### config.mk
export PLATFORM = sky130hd
export DESIGN_NAME = cpor_queue
export DESIGN_NICKNAME = d
export VERILOG_FILES = /design/src/rtl/circle_pair_overlap_resolve_macros.svh /design/src/rtl/cpor_pkg.sv /design/src/rtl/cpor_queue.sv
export SDC_FILE = /design/constraint.sdc
export NUM_CORES = 1
export LEC_CHECK = 0
export ABC_CLOCK_PERIOD_IN_PS = 8500
export BUFFER_PORTS_ARGS = -buffer_cell sky130_fd_sc_hd__buf_2
export CAP_MARGIN = 20
export CELL_PAD_IN_SITES_DETAIL_PLACEMENT = 1
export CELL_PAD_IN_SITES_GLOBAL_PLACEMENT = 2
export CORE_MARGIN = 2
export CORE_UTILIZATION = 45
export DETAILED_ROUTE_END_ITERATION = 10
export GPL_TIMING_DRIVEN = 1
export PLACE_DENSITY_LB_ADDON = 0.3
export SETUP_SLACK_MARGIN = 0.2
export SLEW_MARGIN = 10
export SYNTH_ARGS = -nofsm -noshare
export SYNTH_HDL_FRONTEND = slang
export SYNTH_SLANG_ARGS = --single-unit
### constraint.sdc
create_clock -name clk -period 8.5 [get_ports clk]
set_input_delay 0.425 -clock clk [delete_from_list [all_inputs] [get_ports clk]]
set_output_delay 0.425 -clock clk [all_outputs]
set_load 0.01 [all_outputs]
### src/rtl/circle_pair_overlap_resolve_macros.svh
// assertion macros for the circle pair overlap block
`ifndef CIRCLE_PAIR_OVERLAP_RESOLVE_MACROS_SVH
`define CIRCLE_PAIR_OVERLAP_RESOLVE_MACROS_SVH
`ifndef NO_ASSERTIONS
`define CPOR_ASSERT(lbl, prop, msg) \
	lbl: assert property (@(posedge clk) disable iff (!arst_n) prop) else $error(msg);
`define CPOR_NEVER(lbl, expr, msg) \
	lbl: assert property (@(posedge clk) disable iff (!arst_n) !(expr)) else $error(msg);
`else
`define CPOR_ASSERT(lbl, prop, msg)
`define CPOR_NEVER(lbl, expr, msg)
`endif
`endif

### src/rtl/cpor_pkg.sv
package cpor_pkg;

	// depth of the queue between the front and the back
	localparam int QDEPTH = 4;
	localparam int QAW    = $clog2(QDEPTH);
	localparam int QCW    = $clog2(QDEPTH + 1);

	typedef struct packed {
		logic full;
		logic empty;
	} cpor_qstat_t;

endpackage

### src/rtl/cpor_queue.sv
module cpor_queue #(
	parameter int DW = 261
) (
	input  logic                clk,
	input  logic                arst_n,
	input  logic                push,
	input  logic [DW-1:0]       din,
	input  logic                pop,
	output logic [DW-1:0]       dout,
	output cpor_pkg::cpor_qstat_t stat
);

	import cpor_pkg::*;

	logic [DW-1:0]  mem_q [0:QDEPTH-1];
	logic [QAW-1:0] wr_ptr_q, rd_ptr_q;
	logic [QCW-1:0] cnt_q;

	always_ff @(posedge clk or negedge arst_n) begin
		if (!arst_n) begin
			wr_ptr_q <= '0;
			rd_ptr_q <= '0;
			cnt_q    <= '0;
		end else begin
			if (push) begin
				wr_ptr_q <= wr_ptr_q + 1'b1;
			end
			if (pop) begin
				rd_ptr_q <= rd_ptr_q + 1'b1;
			end
			if (push && !pop) begin
				cnt_q <= cnt_q + 1'b1;
			end else if (pop && !push) begin
				cnt_q <= cnt_q - 1'b1;
			end
		end
	end

	always_ff @(posedge clk) begin
		if (push) begin
			mem_q[wr_ptr_q] <= din;
		end
	end

	assign dout       = mem_q[rd_ptr_q];
	assign stat.full  = cnt_q == QCW'(QDEPTH);
	assign stat.empty = cnt_q == '0;

endmodule

# After elaboration in Yosys (flattened, before gate mapping)
# Memories as Yosys holds them, arrays and structs flattened.
# Index checks and enable logic that the tools add are counted.
word_totals:
  reg_bits: 7
  ramBits: 1044
  input_bits: 265
  mem_count: 1
op_classes:
  n_addsub: 4
  eq_ne: 1
  muxes: 4
  n_reduce_logical: 6
memory_table:
  columns: ["name", "words", "word_bits", "read_ports", "rd_clocked_by_memory_dff", "wr", "line", "text"]
  rows:
  - ["mem_q", 4, 261, 1, 0, 1, "cpor_queue.sv:15", "logic [DW-1:0] mem_q [0:QDEPTH-1];"]
op_table:
  columns: ["op", "count"]
  rows:
  - ["$mux 3", 2]
  - ["$add 2x1->2 const B", 2]
  - ["$add 3x1->3 const B", 1]
  - ["$eq 3x3->1 const B", 1]
  - ["$logic_not 3->1", 1]
  - ["$sub 3x1->3 const B", 1]
  - ["$logic_and 1x1->1", 2]
  - ["$logic_not 1->1", 2]
  - ["$mux 1", 2]
  - ["$reduce_bool 2->1", 1]

# Longest topological paths before layout
logic_depth:
  depth_word: 4
  ltp_mapped: 7
  ltp_nobuf: 7

# Worst setup path after synthesis
# Ideal clock, no wire load.
synth_path:
  path_type: "reg2reg"
  startpoint: "register wr_ptr_q[0]"
  endpoint: "memory mem_q[2][0] (enable)"
  t_arrival_ns: 6.530
  t_required_ns: 7.845
  path_slack_ns: 1.315
  stages_incl_launch_ff: 4
  synth_period_minus_slack_ns: 7.185
  path_cell_list: "dfrtp_1 inv_1 ha_1 and2_1"
synth_rtl:
  columns: ["item", "line", "text"]
  rows:
  - ["start, declared", "cpor_queue.sv:16", "logic [QAW-1:0] wr_ptr_q, rd_ptr_q;"]
  - ["start signal, assigned", "cpor_queue.sv:26", "wr_ptr_q <= wr_ptr_q + 1'b1;"]
  - ["end, declared", "cpor_queue.sv:15", null]
# Straight into the memory's write port.

# Worst setup path in the final report
layout_path:
  startpoint: "register rd_ptr_q[0]"
  endpoint: "output port dout[202]"
layout_between:
  elab_chain_len: 1
layout_lines:
  columns: ["item", "line", "text"]
  rows:
  - ["start, declared", "cpor_queue.sv:16", null]
  - ["start signal, assigned", "cpor_queue.sv:29", "rd_ptr_q <= rd_ptr_q + 1'b1;"]
  - ["$mem_v2 4x261", null, null]
  - ["end, declared", "cpor_queue.sv:9", "output logic [DW-1:0] dout,"]
# No other way between the ends.

==> impl_metrics.csv <==
group,metric,value,unit
logic_synthesis,syn-cell-area,38000,um^2
cells_and_area,regArea,31500,um^2
global_route,track_usage,19.6,%
floorplanning,die-area,86700,um^2
power_and_ir_drop,power,16100,uW
placed_design,io_buffer_count,527,
cells_and_area,nNetsFinal,2520,
floorplanning,floorplan.io_pins,528,
power_and_ir_drop,peakVddDrop,0.000284,V
sta,fmax,267,MHz
global_route,overflow,0,
logic_synthesis,synthTopCellsByCount,"1044 x edfxtp_1, 261 x mux4_2, 28 x buf_2",
sta,hold_viol,0,
floorplanning,core,83600,um^2
sta,finalSetupViolations,0,
logic_synthesis,synth_top_family_by_area,"multiplexers",
sta,relSlewSlack,24.2,%
floorplanning,row_count,106,
logic_synthesis,async_reset_ff_share,0.666,%
critical_path,crit_fanout,95,
flow_run,drv_cap,0,
placed_design,place_inst,2962,
critical_path,cpPeakStageDelay,1.01,ns
global_route,grt_pass1_vias,20026,
critical_path,worstPathCellList,"buf_12, mux4_2, buf_2",
sta,rsz0062_at_grt,"false",
floorplanning,initial_utilization,45.5,%
logic_synthesis,synth.area.top_cells,"edfxtp_1 83%, mux4_2 15%, dfrtp_1 0.46%",
logic_synthesis,synth-xor-area-share,0.138,%
cells_and_area,fin_cells,3420,
logic_synthesis,netlist_instances,1397,
sta,fin_crit_sh,44.1,%
logic_synthesis,synth.most_common_cell,"edfxtp_1",
logic_synthesis,synth_edf_count,1044,
outcome,outcome,"completed",
logic_synthesis,synth_fa_ha_area_share,0.217,%
logic_synthesis,synth_fp_nets,1668,
sta,fin_crit,3.75,ns
cells_and_area,final_core_util,57.2,%
clock_network,clk_pin_slew,0.06,ns
cells_and_area,filler_cell_count,7179,
route,ant_nets,0,
route,routedWlPerCell,24.7,um
placed_design,gp_congestion,0.749,
global_route,grt_max_degree,139,
floorplanning,die_h,295,um
critical_path,crit_buf_inv,2,
hold_path,hold_path.class,"in2reg",
logic_synthesis,synth_warnings,0,
sta,max_slew.worst_pin.slew,1.14,ns
global_route,antenna_found_initial,12,
sta,drv_slew,0,
clock_network,cts_max_level,3,
global_route,grt_pass1_wl,127,mm
cells_and_area,multiInputGateArea,6090,um^2
logic_synthesis,synth.avg_cell_area,27.2,um^2
power_and_ir_drop,pwr_density_cell,337,nW/um^2
critical_path,cp.arrival,3.32,ns
route,vias,17936,
clock_network,root_buffer,"clkbuf_16",
floorplanning,chipWidth,295,um
logic_synthesis,synth_area_leader_cell,"edfxtp_1",
critical_path,crit_family,"flip-flops",
clock_network,cts_sinks,1051,
logic_synthesis,ys_seq_area_share,83.0,%
cells_and_area,drive_gt1_share,41.0,%
clock_network,clockBufferDepth,3,
power_and_ir_drop,p_leak,0.0163,uW
logic_synthesis,ys_types,20,
clock_network,clock_latency,0.66,ns
critical_path,critPathSlowestCell,"dfrtp_4",
placed_design,hpwl,49.1,mm
sta,fin_tns_setup,0,ns
route,drt_first_pass_iters,4,
route,drt_wl_total,84.6,mm
logic_synthesis,synth_top_area_share,82.5,%
critical_path,start_kind,"flop",
logic_synthesis,synth_mux_area_share,15.5,%
logic_synthesis,synth_compound_area_share,0.0132,%
critical_path,worstSetupPathType,"reg2out",
critical_path,critPathCaptureType,"output pin",
logic_synthesis,ys_ff_latch,1051,
logic_synthesis,synthFlopType,"edfxtp_1",
clock_network,cts_tree,"done",
route,post-route-drc-count,0,
cells_and_area,area_delta_synth_final,25.8,%
sta,finClkSkew,0.0279,ns
clock_network,cts-buffers-inserted,106,
route,drt_iter0_drc,1122,
route,viasPerCell,5.24,
logic_synthesis,synth-simple-area-share,0.128,%
critical_path,required,8.08,ns
## per-layer routing
metal / vias up / GRT usage (%) / share of wire (%)
met3: 138 / 5.74 / 7.5
met1: 9409 / 24.8 / 39
met4: 14 / 6.18 / 2.6
li1: 7809 / - / -
met2: 566 / 33.0 / 51
met5: - / 0 / 0.099
## registers in the layout, summed over array words and instances, names as in the netlist
name,cells
mem_q,1044
wr_ptr_q,2
rd_ptr_q,2
cnt_q,3
## what timing repair did
action                    in CTS  in global routing
setup buffers                  0                  0
gates resized for setup        0                  0
hold buffers                 258                  0
hold endpoints to repair    1035                  0
## path summary, 6_finish.rpt
path / startpoint / endpoint / slack, ns / cells past startpoint
min in group asynchronous: arst_n / cnt_q[1]$_DFFE_PN0P_ / 0.23 / 2
setup reg to reg: wr_ptr_q[0]$_DFFE_PN0P_ / mem_q[0][124]$_DFFE_PP_ / 5.69 / 4
hold / removal: din[47] / mem_q[0][47]$_DFFE_PP_ / 0.05 / 1
max in group asynchronous: arst_n / rd_ptr_q[0]$_DFFE_PN0P_ / 8.01 / 2
setup / recovery: rd_ptr_q[0]$_DFFE_PN0P_ / dout[202] / 4.75 / 3
hold reg to reg: cnt_q[2]$_DFFE_PN0P_ / cnt_q[2]$_DFFE_PN0P_ / 0.52 / 1
## stage by stage
stage | hold WS, ns | worst slack [ns] | cell area (um^2)
final | 0.0474 | 4.75 | 47800
after global routing | 0.0207 | 4.47 | 47800
after CTS | 0.00330 | 4.61 | 47800
after detailed placement | 0.326 | 5.30 | 41800
after global placement | 0.326 | 5.31 | 41800
after floorplan | 0.129 | 1.32 | 38000
## layout by cell type (no fill, tap or decap)
| cell | count |
|---|---|
| and2_4 | 4 |
| buf_12 | 8 |
| buf_2 | 527 |
| buf_4 | 9 |
| bufinv_16 | 6 |
| clkbuf_1 | 18 |
| clkbuf_16 | 108 |
| clkbuf_8 | 2 |
| clkinv_1 | 30 |
| clkinv_16 | 3 |
| clkinv_2 | 21 |
| clkinvlp_4 | 3 |
| dfrtp_1 | 5 |
| dfrtp_4 | 2 |
| diode_2 | 6 |
| dlygate4sd3_1 | 258 |
| edfxtp_1 | 1044 |
| fa_1 | 1 |
| ha_1 | 5 |
| inv_1 | 4 |
| inv_16 | 1 |
| inv_6 | 1 |
| mux2_2 | 1 |
| mux4_2 | 261 |
| nand2_1 | 2 |
| nor2_1 | 1 |
| nor3_1 | 1 |
| nor3b_1 | 1 |
| o21ai_0 | 1 |
| xnor2_1 | 2 |
| xor2_1 | 4 |
## cell type report
class / count / share of cell area (%)
clock buffers: 128 / 5.85
repair buffers: 802 / 11.4
inverters: 4 / 0.0314
multi-input cells: 284 / 12.7
clock inverters: 65 / 1.13
flip-flops and latches: 1051 / 66.0
diodes: 6 / 0.0314
well taps: 1080 / 2.83
## power breakdown
| part | total (uW) | internal, uW | switching [uW] |
|---|---|---|---|
| Clock | 4440 | 2530 | 1910 |
| Combinational | 4570 | 2040 | 2530 |
| Sequential | 7110 | 6780 | 323 |
| Total | 16100 | 11300 | 4770 |
## cell families after synthesis
logic type / Yosys count
compound gates: 1
xor+xnor: 6
flops: 1051
mux: 262
simple gates: 9
buf+inv: 62
fa+ha+maj: 6
Power figures use the tool's default switching activity.
